File: src/rtl/ordd_pkg.sv
package ordd_pkg;

  // Field and datapath widths
  localparam int unsigned SAMPLE_W = 10;
  localparam int unsigned LIMIT_W  = 11;
  localparam int unsigned SPEED_W  = 7;
  localparam int unsigned HOLD_W   = 9;
  localparam int unsigned CODE_W   = 8;
  localparam int unsigned DVD_W    = 5;
  localparam int unsigned DSR_W    = 3;
  localparam int unsigned STEP_W   = 3;
  localparam int unsigned DIR_W    = 9;
  localparam int unsigned CORR_W   = 7;
  localparam int unsigned AVG_W    = 4;
  localparam int unsigned CNT_W    = 3;
  localparam int unsigned WSUM_W   = 5;
  localparam int unsigned CFG_IDX_W = 2;
  localparam int unsigned HPROD_W  = 38;
  localparam int unsigned HEAD_SHIFT = 29;
  localparam int unsigned MAG_W    = 8;
  localparam int unsigned CPROD_W  = 16;
  localparam int unsigned CORR_SHIFT = 10;

  typedef logic [SAMPLE_W-1:0] sample_t;
  typedef logic [LIMIT_W-1:0]  limit_t;
  typedef logic [SPEED_W-1:0]  speed_t;
  typedef logic [CODE_W-1:0]   code_t;
  typedef logic [HOLD_W-1:0]   hold_t;
  typedef logic [WSUM_W-1:0]   wsum_t;
  typedef logic [DIR_W-1:0]    dir_t;

  // Pre-clamp level, stored level, heading correction
  typedef logic signed [8:0]        lvl_t;
  typedef logic signed [7:0]        mlev_t;
  typedef logic signed [CORR_W-1:0] corr_t;

  // Configuration register indexes
  typedef enum logic [CFG_IDX_W-1:0] {
    REG_LIM_RIGHT = 2'd0,
    REG_LIM_LEFT  = 2'd1,
    REG_LIM_BACK  = 2'd2,
    REG_SPEED     = 2'd3
  } cfg_reg_t;

  // Last action taken from the ball sensors
  typedef enum logic [2:0] {
    ACT_NONE   = 3'd0,
    ACT_CENTRE = 3'd1,
    ACT_UPPER  = 3'd2,
    ACT_LOWER  = 3'd3,
    ACT_AUX    = 3'd4
  } action_t;

  typedef struct packed {
    sample_t heading_raw;
    sample_t line_right;
    sample_t line_left;
    sample_t line_back;
    sample_t ball_one;
    sample_t ball_two;
    sample_t ball_three;
    sample_t ball_four;
    sample_t ball_five;
    sample_t ball_rear;
  } in_item_t;

  typedef struct packed {
    logic  stop_first;
    code_t motor_one_code;
    code_t motor_two_code;
    code_t motor_three_code;
    hold_t hold_ms;
  } out_item_t;

  // Shared divider interface
  typedef struct packed {
    logic              start;
    logic [DVD_W-1:0]  dividend;
    logic [DSR_W-1:0]  divisor;
    logic [STEP_W-1:0] steps;
  } div_req_t;

  typedef struct packed {
    logic             busy;
    logic             done;
    logic [DVD_W-1:0] quotient;
  } div_rsp_t;

  // Decision inputs and outputs
  typedef struct packed {
    logic             line_r;
    logic             line_l;
    logic             line_b;
    logic             window;
    logic             dir_high;
    logic             ball_any;
    logic             rear_seen;
    logic             rear_ord_a;
    logic             rear_ord_b;
    logic [AVG_W-1:0] avg;
    action_t          action;
  } sel_in_t;

  typedef struct packed {
    logic    stop;
    logic    long_hold;
    action_t action;
    lvl_t    lv0;
    lvl_t    lv1;
    lvl_t    lv2;
  } sel_out_t;

  // Constants
  localparam limit_t  LIM_RESET    = 11'd1023;
  localparam speed_t  SPEED_RESET  = 7'd80;
  localparam sample_t BALL_ONE_LIM = 10'd300;
  localparam sample_t BALL_LIM     = 10'd350;
  localparam sample_t REAR_LIM     = 10'd400;
  localparam wsum_t   W_ONE        = 5'd6;
  localparam wsum_t   W_TWO        = 5'd8;
  localparam wsum_t   W_THREE      = 5'd4;
  localparam wsum_t   W_FOUR       = 5'd10;
  localparam wsum_t   W_FIVE       = 5'd2;
  // 360 * ceil(2^29 / 1023): exact floor of reading*360/1023 after the shift
  localparam logic [HPROD_W-1:0] HEAD_RECIP = 38'd188928360;
  // ceil(2^10 / 5): exact floor of x/5 for x up to 255
  localparam logic [CPROD_W-1:0] CORR_RECIP = 16'd205;
  localparam dir_t    DIR_HALF     = 9'd180;
  localparam dir_t    DIR_FULL     = 9'd360;
  localparam dir_t    WIN_LO       = 9'd110;
  localparam dir_t    WIN_HI       = 9'd240;
  localparam lvl_t    LEVEL_MAX    = 9'sd100;
  localparam lvl_t    SLOW_LEVEL   = 9'sd10;
  localparam hold_t   HOLD_LINE    = 9'd500;
  localparam hold_t   HOLD_BALL    = 9'd10;
  localparam code_t   CODE_NEG     = 8'h80;
  localparam logic [STEP_W-1:0] STEPS_AVG  = 3'd5;

  // Saturate a corrected level to +-100
  function automatic mlev_t clamp_level(lvl_t v);
    mlev_t r;
    if (v > LEVEL_MAX) begin
      r = mlev_t'(LEVEL_MAX);
    end else if (v < -LEVEL_MAX) begin
      r = mlev_t'(-LEVEL_MAX);
    end else begin
      r = v[7:0];
    end
    return r;
  endfunction

  // Sign-magnitude drive byte; zero is sent as the negative-zero code
  function automatic code_t encode_level(mlev_t v);
    code_t r;
    mlev_t neg;
    neg = -v;
    if (v < 0) begin
      r = CODE_NEG | code_t'(neg);
    end else if (v == 0) begin
      r = CODE_NEG;
    end else begin
      r = code_t'(v);
    end
    return r;
  endfunction

endpackage

File: src/rtl/ordd_divider.sv
module ordd_divider import ordd_pkg::*; (
  input  logic     clk,
  input  logic     rst_n,
  input  div_req_t req,
  output div_rsp_t rsp
);

  logic              busy_r, busy_nxt;
  logic              done_r, done_nxt;
  logic [STEP_W-1:0] cnt_r, cnt_nxt;
  logic [DSR_W-1:0]  rem_r, rem_nxt;
  logic [DSR_W-1:0]  dsr_r, dsr_nxt;
  logic [DVD_W-1:0]  dvd_r, dvd_nxt;
  logic [DVD_W-1:0]  quo_r, quo_nxt;
  logic [DSR_W:0]    trial;
  logic [DSR_W:0]    diff;
  logic              fits;

  // One restoring step: bring down the next dividend bit, subtract if it fits
  always_comb begin
    trial = {rem_r, dvd_r[DVD_W-1]};
    fits  = trial >= {1'b0, dsr_r};
    diff  = trial - {1'b0, dsr_r};
  end

  always_comb begin
    busy_nxt = busy_r;
    done_nxt = 1'b0;
    cnt_nxt  = cnt_r;
    rem_nxt  = rem_r;
    dsr_nxt  = dsr_r;
    dvd_nxt  = dvd_r;
    quo_nxt  = quo_r;
    if (req.start) begin
      busy_nxt = 1'b1;
      cnt_nxt  = req.steps;
      rem_nxt  = '0;
      dsr_nxt  = req.divisor;
      dvd_nxt  = req.dividend;
      quo_nxt  = '0;
    end else if (busy_r) begin
      rem_nxt = fits ? diff[DSR_W-1:0] : trial[DSR_W-1:0];
      quo_nxt = {quo_r[DVD_W-2:0], fits};
      dvd_nxt = {dvd_r[DVD_W-2:0], 1'b0};
      cnt_nxt = cnt_r - 1'b1;
      if (cnt_r == STEP_W'(1)) begin
        busy_nxt = 1'b0;
        done_nxt = 1'b1;
      end
    end
  end

  // Control
  always_ff @(posedge clk) begin
    if (!rst_n) begin
      busy_r <= 1'b0;
      done_r <= 1'b0;
      cnt_r  <= '0;
    end else begin
      busy_r <= busy_nxt;
      done_r <= done_nxt;
      cnt_r  <= cnt_nxt;
    end
  end

  // Datapath
  always_ff @(posedge clk) begin
    rem_r <= rem_nxt;
    dsr_r <= dsr_nxt;
    dvd_r <= dvd_nxt;
    quo_r <= quo_nxt;
  end

  assign rsp.busy     = busy_r;
  assign rsp.done     = done_r;
  assign rsp.quotient = quo_r;

endmodule

File: src/rtl/ordd_select.sv
module ordd_select import ordd_pkg::*; (
  input  sel_in_t  sel_in,
  input  speed_t   speed,
  input  mlev_t    kept0,
  input  mlev_t    kept1,
  input  mlev_t    kept2,
  output sel_out_t sel_out
);

  lvl_t    full, half, quart, quart3;
  lvl_t    m0, m1, m2;
  logic    stop, long_hold;
  action_t act;

  // Speed ladder: full, half, quarter and three quarters (all truncating)
  assign full   = lvl_t'({2'b00, speed});
  assign half   = lvl_t'({3'b000, speed[SPEED_W-1:1]});
  assign quart  = lvl_t'({4'b0000, speed[SPEED_W-1:2]});
  assign quart3 = quart + (quart <<< 1);

  always_comb begin
    m0        = lvl_t'(kept0);
    m1        = lvl_t'(kept1);
    m2        = lvl_t'(kept2);
    stop      = 1'b0;
    long_hold = 1'b1;
    act       = sel_in.action;

    if (sel_in.line_r) begin
      // Right line: escape to the left
      stop = 1'b1;
      if (sel_in.line_b) begin
        m0 = -quart; m1 = -quart3; m2 = full;
      end else if (sel_in.action == ACT_CENTRE) begin
        m0 = -full; m1 = '0; m2 = full;
      end else if (sel_in.action == ACT_AUX) begin
        m0 = '0; m1 = -full; m2 = full;
      end else begin
        m0 = -half; m1 = -half; m2 = full;
      end
    end else if (sel_in.line_l) begin
      // Left line: escape to the right
      stop = 1'b1;
      if (sel_in.line_b) begin
        m0 = quart3; m1 = quart; m2 = -full;
      end else if (sel_in.action == ACT_CENTRE) begin
        m0 = '0; m1 = full; m2 = -full;
      end else if (sel_in.action == ACT_AUX) begin
        m0 = full; m1 = '0; m2 = -full;
      end else begin
        m0 = half; m1 = half; m2 = -full;
      end
    end else if (sel_in.line_b) begin
      // Back line: direction follows the last action, none keeps the old levels
      case (sel_in.action)
        ACT_CENTRE: begin stop = 1'b1; m0 = -full; m1 = full;  m2 = '0;    end
        ACT_UPPER:  begin stop = 1'b1; m0 = '0;    m1 = -full; m2 = full;  end
        ACT_LOWER:  begin stop = 1'b1; m0 = full;  m1 = '0;    m2 = -full; end
        ACT_AUX:    begin stop = 1'b1; m0 = full;  m1 = -full; m2 = '0;    end
        default:    begin stop = 1'b0; end
      endcase
    end else begin
      long_hold = 1'b0;
      if (sel_in.window) begin
        if (sel_in.ball_any) begin
          // Weighted average of front sensors picks the drive
          case (sel_in.avg)
            4'd2: begin m0 = -full;   m1 = '0;     m2 = full;  act = ACT_LOWER;  end
            4'd3: begin m0 = -quart3; m1 = -quart; m2 = full;  act = ACT_LOWER;  end
            4'd4: begin m0 = -half;   m1 = -half;  m2 = full;  act = ACT_LOWER;  end
            4'd5: begin m0 = '0;      m1 = -full;  m2 = full;  act = ACT_CENTRE; end
            4'd6: begin m0 = full;    m1 = -full;  m2 = '0;    act = ACT_CENTRE; end
            4'd7: begin m0 = full;    m1 = '0;     m2 = -full; act = ACT_CENTRE; end
            4'd8: begin m0 = half;    m1 = half;   m2 = -full; act = ACT_UPPER;  end
            4'd9: begin m0 = quart;   m1 = quart3; m2 = -full; act = ACT_UPPER;  end
            default: begin m0 = '0;   m1 = full;   m2 = -full; act = ACT_UPPER;  end
          endcase
        end else if (sel_in.rear_seen) begin
          // Ball behind: turn towards the brighter side, else keep levels
          if (sel_in.rear_ord_a) begin
            m0 = '0; m1 = full; m2 = -full;
          end else if (sel_in.rear_ord_b) begin
            m0 = -full; m1 = '0; m2 = full;
          end
        end else begin
          m0 = '0; m1 = '0; m2 = '0;
        end
      end else if (sel_in.dir_high) begin
        m0 = SLOW_LEVEL; m1 = SLOW_LEVEL; m2 = SLOW_LEVEL;
      end else begin
        m0 = -SLOW_LEVEL; m1 = -SLOW_LEVEL; m2 = -SLOW_LEVEL;
      end
    end
  end

  assign sel_out.stop      = stop;
  assign sel_out.long_hold = long_hold;
  assign sel_out.action    = act;
  assign sel_out.lv0       = m0;
  assign sel_out.lv1       = m1;
  assign sel_out.lv2       = m2;

endmodule

File: src/rtl/omni_robot_drive_decider.sv
// Drive decider for a three-wheel omni robot. Each input transaction is one
// sensor snapshot; each produces exactly one motor command (stop-first flag,
// three sign-magnitude drive bytes and a hold time). A line hit selects an
// escape set (old levels on a back line with no action) and a 500 ms hold;
// else the ball sensors steer inside the heading window and a slow level
// drives outside it; a heading correction is added unless every level is
// zero. Items are handled one at a time: in_stall is high from acceptance
// until S_APPLY loads the command into the output register, after S_DIR,
// S_CORR and S_AVG; S_APPLY waits while the output stalls. S_AVG waits for
// the single bit-serial divider (5 steps for the weighted sensor average);
// compass scaling and heading correction use reciprocal multiplications.
// The next snapshot may be accepted while the previous command still waits
// on out_stall. Configuration writes are always taken (cfg_ready is high)
// and must only be issued while the block is idle.
module omni_robot_drive_decider import ordd_pkg::*; (
  input  logic                 clk,
  input  logic                 rst_n,
  input  logic                 in_valid,
  output logic                 in_stall,
  input  in_item_t             in_data,
  output logic                 out_valid,
  input  logic                 out_stall,
  output out_item_t            out_data,
  input  logic                 cfg_valid,
  output logic                 cfg_ready,
  input  logic [CFG_IDX_W-1:0] cfg_index,
  input  limit_t               cfg_data
);

  typedef enum logic [4:0] {
    S_IDLE  = 5'b00001,
    S_DIR   = 5'b00010,
    S_CORR  = 5'b00100,
    S_AVG   = 5'b01000,
    S_APPLY = 5'b10000
  } state_t;

  state_t  state_r, state_nxt;
  limit_t  lim_r_r, lim_r_nxt;
  limit_t  lim_l_r, lim_l_nxt;
  limit_t  lim_b_r, lim_b_nxt;
  speed_t  speed_r, speed_nxt;
  action_t last_action_r, last_action_nxt;
  mlev_t   levels_r [3];
  mlev_t   levels_nxt [3];
  logic    out_valid_r, out_valid_nxt;
  out_item_t out_data_r, out_data_nxt;

  sel_in_t          flags_r, flags_nxt;
  logic [CNT_W-1:0] cnt_r, cnt_nxt;
  wsum_t            wsum_r, wsum_nxt;
  dir_t             q_dir_r, q_dir_nxt;
  logic [MAG_W-1:0] mag_r, mag_nxt;
  logic             corr_neg_r, corr_neg_nxt;
  corr_t            corr_r, corr_nxt;

  div_req_t div_req;
  div_rsp_t div_rsp;
  sel_in_t  sel_in;
  sel_out_t sel_out;

  logic               in_fire, cfg_fire, apply_fire;
  logic               hit1, hit2, hit3, hit4, hit5;
  logic [HPROD_W-1:0] head_prod;
  dir_t               dir, corr_mag9;
  logic [CPROD_W-1:0] corr_prod;
  corr_t              corr_pos;
  logic               all_zero;
  lvl_t               corr_add;
  lvl_t               sum0, sum1, sum2;
  mlev_t              c0, c1, c2;

  assign in_fire    = in_valid && !in_stall;
  assign cfg_fire   = cfg_valid && cfg_ready;
  assign apply_fire = (state_r == S_APPLY) && (!out_valid_r || !out_stall);

  // Snapshot qualification at acceptance
  always_comb begin
    hit1 = in_data.ball_one   > BALL_ONE_LIM;
    hit2 = in_data.ball_two   > BALL_LIM;
    hit3 = in_data.ball_three > BALL_LIM;
    hit4 = in_data.ball_four  > BALL_LIM;
    hit5 = in_data.ball_five  > BALL_LIM;
    head_prod = HPROD_W'(in_data.heading_raw) * HEAD_RECIP;
  end

  // Heading: dir = q+180 wrapped, dir-180 = q or q-360
  always_comb begin
    dir       = (q_dir_r >= DIR_HALF) ? (q_dir_r - DIR_HALF) : (q_dir_r + DIR_HALF);
    corr_mag9 = (q_dir_r >= DIR_HALF) ? (DIR_FULL - q_dir_r) : q_dir_r;
    corr_prod = CPROD_W'(mag_r) * CORR_RECIP;
    corr_pos  = corr_t'({1'b0, corr_prod[CORR_SHIFT +: CORR_W-1]});
  end

  // Sequencer and divider requests
  always_comb begin
    state_nxt    = state_r;
    flags_nxt    = flags_r;
    cnt_nxt      = cnt_r;
    wsum_nxt     = wsum_r;
    q_dir_nxt    = q_dir_r;
    mag_nxt      = mag_r;
    corr_neg_nxt = corr_neg_r;
    corr_nxt     = corr_r;
    div_req      = '0;
    unique case (state_r)
      S_IDLE: begin
        if (in_fire) begin
          flags_nxt.line_r     = {1'b0, in_data.line_right} > lim_r_r;
          flags_nxt.line_l     = {1'b0, in_data.line_left}  > lim_l_r;
          flags_nxt.line_b     = {1'b0, in_data.line_back}  > lim_b_r;
          flags_nxt.rear_seen  = in_data.ball_rear > REAR_LIM;
          flags_nxt.rear_ord_a = (in_data.ball_rear > in_data.ball_five) &&
                                 (in_data.ball_five > in_data.ball_four);
          flags_nxt.rear_ord_b = (in_data.ball_rear > in_data.ball_four) &&
                                 (in_data.ball_four > in_data.ball_five);
          flags_nxt.ball_any   = hit1 | hit2 | hit3 | hit4 | hit5;
          flags_nxt.action     = ACT_NONE;
          cnt_nxt  = {2'b00, hit1} + {2'b00, hit2} + {2'b00, hit3} +
                     {2'b00, hit4} + {2'b00, hit5};
          wsum_nxt = (hit1 ? W_ONE : '0) + (hit2 ? W_TWO : '0) +
                     (hit3 ? W_THREE : '0) + (hit4 ? W_FOUR : '0) +
                     (hit5 ? W_FIVE : '0);
          q_dir_nxt = head_prod[HEAD_SHIFT +: DIR_W];
          state_nxt = S_DIR;
        end
      end
      S_DIR: begin
        // Window flags, correction magnitude; average division starts
        flags_nxt.window   = (dir > WIN_LO) && (dir < WIN_HI);
        flags_nxt.dir_high = dir > DIR_HALF;
        corr_neg_nxt       = q_dir_r >= DIR_HALF;
        mag_nxt            = corr_mag9[MAG_W-1:0];
        div_req.start    = 1'b1;
        div_req.dividend = wsum_r;
        div_req.divisor  = (cnt_r == '0) ? DSR_W'(1) : DSR_W'(cnt_r);
        div_req.steps    = STEPS_AVG;
        state_nxt = S_CORR;
      end
      S_CORR: begin
        corr_nxt  = corr_neg_r ? -corr_pos : corr_pos;
        state_nxt = S_AVG;
      end
      S_AVG: begin
        if (div_rsp.done) begin
          flags_nxt.avg = div_rsp.quotient[AVG_W-1:0];
          state_nxt = S_APPLY;
        end
      end
      S_APPLY: begin
        if (apply_fire) begin
          state_nxt = S_IDLE;
        end
      end
      default: begin
        state_nxt = S_IDLE;
      end
    endcase
  end

  ordd_divider u_div (
    .clk   (clk),
    .rst_n (rst_n),
    .req   (div_req),
    .rsp   (div_rsp)
  );

  // Decision: current flags with the stored action
  always_comb begin
    sel_in        = flags_r;
    sel_in.action = last_action_r;
  end

  ordd_select u_sel (
    .sel_in  (sel_in),
    .speed   (speed_r),
    .kept0   (levels_r[0]),
    .kept1   (levels_r[1]),
    .kept2   (levels_r[2]),
    .sel_out (sel_out)
  );

  // Heading correction, clamp and encoding
  always_comb begin
    all_zero = (sel_out.lv0 == '0) && (sel_out.lv1 == '0) && (sel_out.lv2 == '0);
    corr_add = all_zero ? lvl_t'(0) : lvl_t'(corr_r);
    sum0 = sel_out.lv0 + corr_add;
    sum1 = sel_out.lv1 + corr_add;
    sum2 = sel_out.lv2 + corr_add;
    c0 = clamp_level(sum0);
    c1 = clamp_level(sum1);
    c2 = clamp_level(sum2);
  end

  // State, output register and configuration
  always_comb begin
    last_action_nxt = last_action_r;
    levels_nxt      = levels_r;
    out_data_nxt    = out_data_r;
    out_valid_nxt   = out_valid_r && out_stall;
    if (apply_fire) begin
      last_action_nxt = sel_out.action;
      levels_nxt[0]   = c0;
      levels_nxt[1]   = c1;
      levels_nxt[2]   = c2;
      out_valid_nxt   = 1'b1;
      out_data_nxt.stop_first       = sel_out.stop;
      out_data_nxt.motor_one_code   = encode_level(c0);
      out_data_nxt.motor_two_code   = encode_level(c1);
      out_data_nxt.motor_three_code = encode_level(c2);
      out_data_nxt.hold_ms          = sel_out.long_hold ? HOLD_LINE : HOLD_BALL;
    end

    lim_r_nxt = lim_r_r;
    lim_l_nxt = lim_l_r;
    lim_b_nxt = lim_b_r;
    speed_nxt = speed_r;
    if (cfg_fire) begin
      unique case (cfg_reg_t'(cfg_index))
        REG_LIM_RIGHT: lim_r_nxt = cfg_data;
        REG_LIM_LEFT:  lim_l_nxt = cfg_data;
        REG_LIM_BACK:  lim_b_nxt = cfg_data;
        REG_SPEED:     speed_nxt = cfg_data[SPEED_W-1:0];
      endcase
    end
  end

  always_ff @(posedge clk) begin
    if (!rst_n) begin
      state_r       <= S_IDLE;
      out_valid_r   <= 1'b0;
      last_action_r <= ACT_NONE;
      levels_r[0]   <= '0;
      levels_r[1]   <= '0;
      levels_r[2]   <= '0;
      lim_r_r       <= LIM_RESET;
      lim_l_r       <= LIM_RESET;
      lim_b_r       <= LIM_RESET;
      speed_r       <= SPEED_RESET;
    end else begin
      state_r       <= state_nxt;
      out_valid_r   <= out_valid_nxt;
      last_action_r <= last_action_nxt;
      levels_r      <= levels_nxt;
      lim_r_r       <= lim_r_nxt;
      lim_l_r       <= lim_l_nxt;
      lim_b_r       <= lim_b_nxt;
      speed_r       <= speed_nxt;
    end
  end

  always_ff @(posedge clk) begin
    flags_r    <= flags_nxt;
    cnt_r      <= cnt_nxt;
    wsum_r     <= wsum_nxt;
    q_dir_r    <= q_dir_nxt;
    mag_r      <= mag_nxt;
    corr_neg_r <= corr_neg_nxt;
    corr_r     <= corr_nxt;
    out_data_r <= out_data_nxt;
  end

  assign in_stall  = (state_r != S_IDLE);
  assign out_valid = out_valid_r;
  assign out_data  = out_data_r;
  assign cfg_ready = 1'b1;

  // Checks
  a_idle_div_free: assert property (@(posedge clk) disable iff (!rst_n)
    (state_r == S_IDLE) |-> !div_rsp.busy)
    else $error("divider busy while sequencer idle");

  a_accept_starts: assert property (@(posedge clk) disable iff (!rst_n)
    in_fire |=> (state_r == S_DIR) ##1 div_rsp.busy)
    else $error("accepted transaction did not start the sensor average");

  a_action_range: assert property (@(posedge clk) disable iff (!rst_n)
    last_action_r <= ACT_AUX)
    else $error("stored action out of range");

  a_level_range: assert property (@(posedge clk) disable iff (!rst_n)
    (levels_r[0] <= mlev_t'(LEVEL_MAX)) && (levels_r[0] >= mlev_t'(-LEVEL_MAX)) &&
    (levels_r[1] <= mlev_t'(LEVEL_MAX)) && (levels_r[1] >= mlev_t'(-LEVEL_MAX)) &&
    (levels_r[2] <= mlev_t'(LEVEL_MAX)) && (levels_r[2] >= mlev_t'(-LEVEL_MAX)))
    else $error("stored motor level outside clamp range");

endmodule
File: config.mk
export PLATFORM = sky130hd
export DESIGN_NAME = omni_robot_drive_decider
export DESIGN_NICKNAME = d
export VERILOG_FILES = /design/src/rtl/ordd_pkg.sv /design/src/rtl/ordd_divider.sv /design/src/rtl/ordd_select.sv /design/src/rtl/omni_robot_drive_decider.sv
export SDC_FILE = /design/constraint.sdc
export NUM_CORES = 1
export LEC_CHECK = 0
export BUFFER_PORTS_ARGS = -buffer_cell sky130_fd_sc_hd__buf_4
export CAP_MARGIN = 25
export CORE_ASPECT_RATIO = 0.8
export CORE_MARGIN = 10
export CORE_UTILIZATION = 50
export DETAILED_ROUTE_END_ITERATION = 10
export HOLD_SLACK_MARGIN = 0.05
export PLACE_DENSITY = 0.71
export RECOVER_POWER = 25
export SYNTH_ARGS = -nofsm -noshare
export SYNTH_HDL_FRONTEND = slang
export SYNTH_SLANG_ARGS = --single-unit
File: constraint.sdc
create_clock -name clk -period 7.4 [get_ports clk]
set_input_delay 0.74 -clock clk [delete_from_list [all_inputs] [get_ports clk]]
set_output_delay 0.74 -clock clk [all_outputs]
set_load 0.02 [all_outputs]
==> metrics.cfg <==
[layout]
syn2layout_area_growth_pct = 17.6
antenna_cells = 0
seq_area_sq_um = 4060
final_layout_size_suffix_gt1_share_pct = 17.4
fin_util_pct = 60.0
instances_no_fill = 2946
fin_nets = 2874
multi_input_area_sq_um = 13100
fillers = 3227

[floorplanning]
start_util_pct = 51.1
io_pins = 155
die_h_microns = 192
rows = 62
core_area_sq_um = 36200
die_area_sq_um = 45100
die_w_microns = 235

[global_route]
grt.total_usage_pct = 28.5
grtUsageMet1_pct = 36.1
grt_max_degree = 80
gr-usage-met3_pct = 6.78
grt_pass1_vias = 18000
antenna_found_initial = 0
grt_pass1_wl_microns = 102000
met2_usage_pct = 45.5
grt_overflow = 0
busiest_layer = met2

[yosys]
synth.ff_latch_count = 163
netlist_area_sq_um = 18500
synth-simple-area-share_pct = 18.4
yosys_most_used_dff = dfxtp_1
synth_area_leaders = ha_1 (17%), edfxtp_1 (13%), dfxtp_1 (9.1%)
synth_top_family_by_area = adder cells
synth_compound_area_share_pct = 22.8
synth_commonest_cells = ha_1 (247), inv_1 (230), nand2_1 (206)
synth_edf_count = 79
yosysMostFrequentCell = ha_1
avgSynthCellArea_sq_um = 8.29
synth-xor-area-share_pct = 4.02
synth_fa_ha_area_share_pct = 22.9
syn_inst = 2231
yosys_warnings = 0
yosys.area.top_type = ha_1
yosys.area.top_type_share_pct = 16.7
synthMuxAreaShare_pct = 2.06
synth_cell_types = 99
async_flop_share_pct = 0
syn-num-nets = 2652
yosysSeqAreaShare_pct = 21.9

[timing]
slew_headroom_pct = -133
setup_viol = 0
fin_setup_tns_ns = 0
worst_slack_ns = 0.318
period_minus_slack_ns = 7.08
fmax_ghz = 0.141
drv_slew = 80
timing.final.hold_violations = 0
worst_pin_slew_ns = 3.49
fin_crit_sh_pct = 95.7
skew_ns = 0.0180

[worst_setup_path]
worstSetupPathType = register to register
cp-end-kind = register
cp.required_ns = 7.61
cp_top_family = simple AND/OR/NAND/NOR gates
reg2reg_from = flags_r[13]
crit_buf_inv = 1
crit_arrival_ns = 7.29
reg2regPathDepth = 25
critical_path_peak_fanout = 17
cp_slowest_cell = edfxtp_1
critPathMaxStageDelay_ns = 0.64
rr_endpoint = out_data[10]
rrSetupSlack_ns = 0.32
worstSetupStartpointType = register

[min_path]
min_path_cells = 0
worstHoldPathType = register to register
min_from = u_div.quo_r[3]
min_to = flags_r[6]

[outcome]
outcome = complete, but fails checks
violations = max-capacitance violations, max-slew violations

[detailed_routing]
drt_iter0_drc = 1747
via_per_inst = 6.15
firstDrtPassIters = 6
routed_wl_microns = 65400
drc = 0
detailroute.via_count = 18100
wl_per_cell_microns = 22.2
antenna_left = 0

[flow_run]
drv_cap = 1

[cts]
cts.sinks = 163
clk_path_buf_depth = 2
clk_latency_ns = 0.47
cts_root_buf = clkbuf_16
cts_made_buffers = 17
cts_tree = built
clk_pin_slew_ns = 0.08
cts_max_level = 4

[place]
port_buffers = 152
dp_hpwl_microns = 52500
place_ws_ns = 0.153
place_inst = 2909
gp_congestion = 1.10

[power_and_ir_drop]
leakage_uw = 0.0101
ir_worst_vdd_mv = 0.152
power_density_nw_per_um2 = 242

[worst reg2reg max path, cell delays in order (launching register included)]
cell and delay (ns):
edfxtp_1 0.64, buf_4 0.33, nor2b_1 0.61, a311oi_1 0.22, and3_1 0.21, a221o_1 0.46
nor4_1 0.34, nand4_1 0.21, or4_4 0.50, and2_1 0.21, ha_1 0.21, fa_1 0.40
a21o_1 0.18, a21oi_1 0.19, o21bai_1 0.13, a21oi_2 0.18, o21bai_1 0.08, a21oi_1 0.17
xnor2_1 0.09, xnor2_1 0.27, mux2_2 0.39, nand2_1 0.10, ha_1 0.17, and3_1 0.18
nor3b_4 0.25, o31ai_1 0.09
[logic make-up after synthesis]
family          after synthesis
compound gates              612
buf+inv                     358
xor+xnor                     85
simple gates                669
fa+ha+maj                   306
flops                       163
other cells                   2
mux                          36
[sequential cells by signal, summed over array words and instances (netlist names), 3 cells and up]
name	count
out_data	27
levels_r	24
flags_r	13
lim_b_r	11
lim_l_r	11
lim_r_r	11
q_dir_r	9
mag_r	8
corr_r	7
speed_r	7
state_r	5
u_div.dvd_r	4
u_div.quo_r	4
wsum_r	4
cnt_r	3
u_div.cnt_r	3
u_div.dsr_r	3
u_div.rem_r	3
[timing repair]
item                       in CTS  in global routing
setup endpoints to repair       0                 20
resized for setup               0                 30
hold buffers                    0                  0
setup buffers                   0                  4
[worst max path at each step]
stage                startpoint           end  slack [ns]  cells past startpoint
floorplan            speed_r[1]  out_data[16]        0.01                     31
global placement     speed_r[1]  out_data[25]        0.23                     26
detailed placement   speed_r[1]  out_data[25]        0.15                     26
CTS                  speed_r[1]  out_data[25]        0.12                     26
global route         speed_r[2]  out_data[12]       -0.02                     29
finish              flags_r[13]  out_data[10]        0.32                     25
[cell type report]
class	count	area share (%)
Clock buffer	17	1.96
Clock inverter	15	0.892
Inverter	236	4.08
Multi-Input combinational cell	1710	60.3
Sequential cell	163	18.7
Tap cell	480	2.76
Timing Repair Buffer	325	11.3
[cells in the final DEF (no fill, tap or decap), types with 49 or more instances in the layout]
| cell | n |
|---|---|
| ha_1 | 245 |
| inv_1 | 228 |
| o21ai_0 | 103 |
| a21oi_1 | 135 |
| xnor2_1 | 64 |
| nor3_1 | 52 |
| nand2_1 | 206 |
| dfxtp_1 | 82 |
| fa_1 | 56 |
| nor2_1 | 115 |
| edfxtp_1 | 79 |
| nand3_1 | 49 |
| buf_4 | 319 |
[where the power goes]
| group | leakage [uW] | switching (uW) | internal [uW] |
|---|---|---|---|
| logic | 0.00837 | 1730 | 1380 |
| registers | 0.00141 | 93.1 | 1120 |
| clock network | 0.000296 | 425 | 513 |
| total | 0.0101 | 2250 | 3010 |
[metal layers]
layer,up-vias,share of wire [%]
met5,-,0
met1,8569,42
met4,0,4.6
li1,8487,-
met3,173,8.9
met2,892,44
[metrics by stage]
step           total power (uW)  hold slack (ns)  cell area, sq um
2_1_floorplan              3280            0.408             18500
3_3_place_gp               4160            0.419             20900
3_5_place_dp               4260            0.423             21000
4_1_cts                    5220            0.440             21600
5_1_grt                    5700            0.458             21700
6_report                   5260            0.441             21700
No activity file was read; power rests on OpenSTA's default activity.
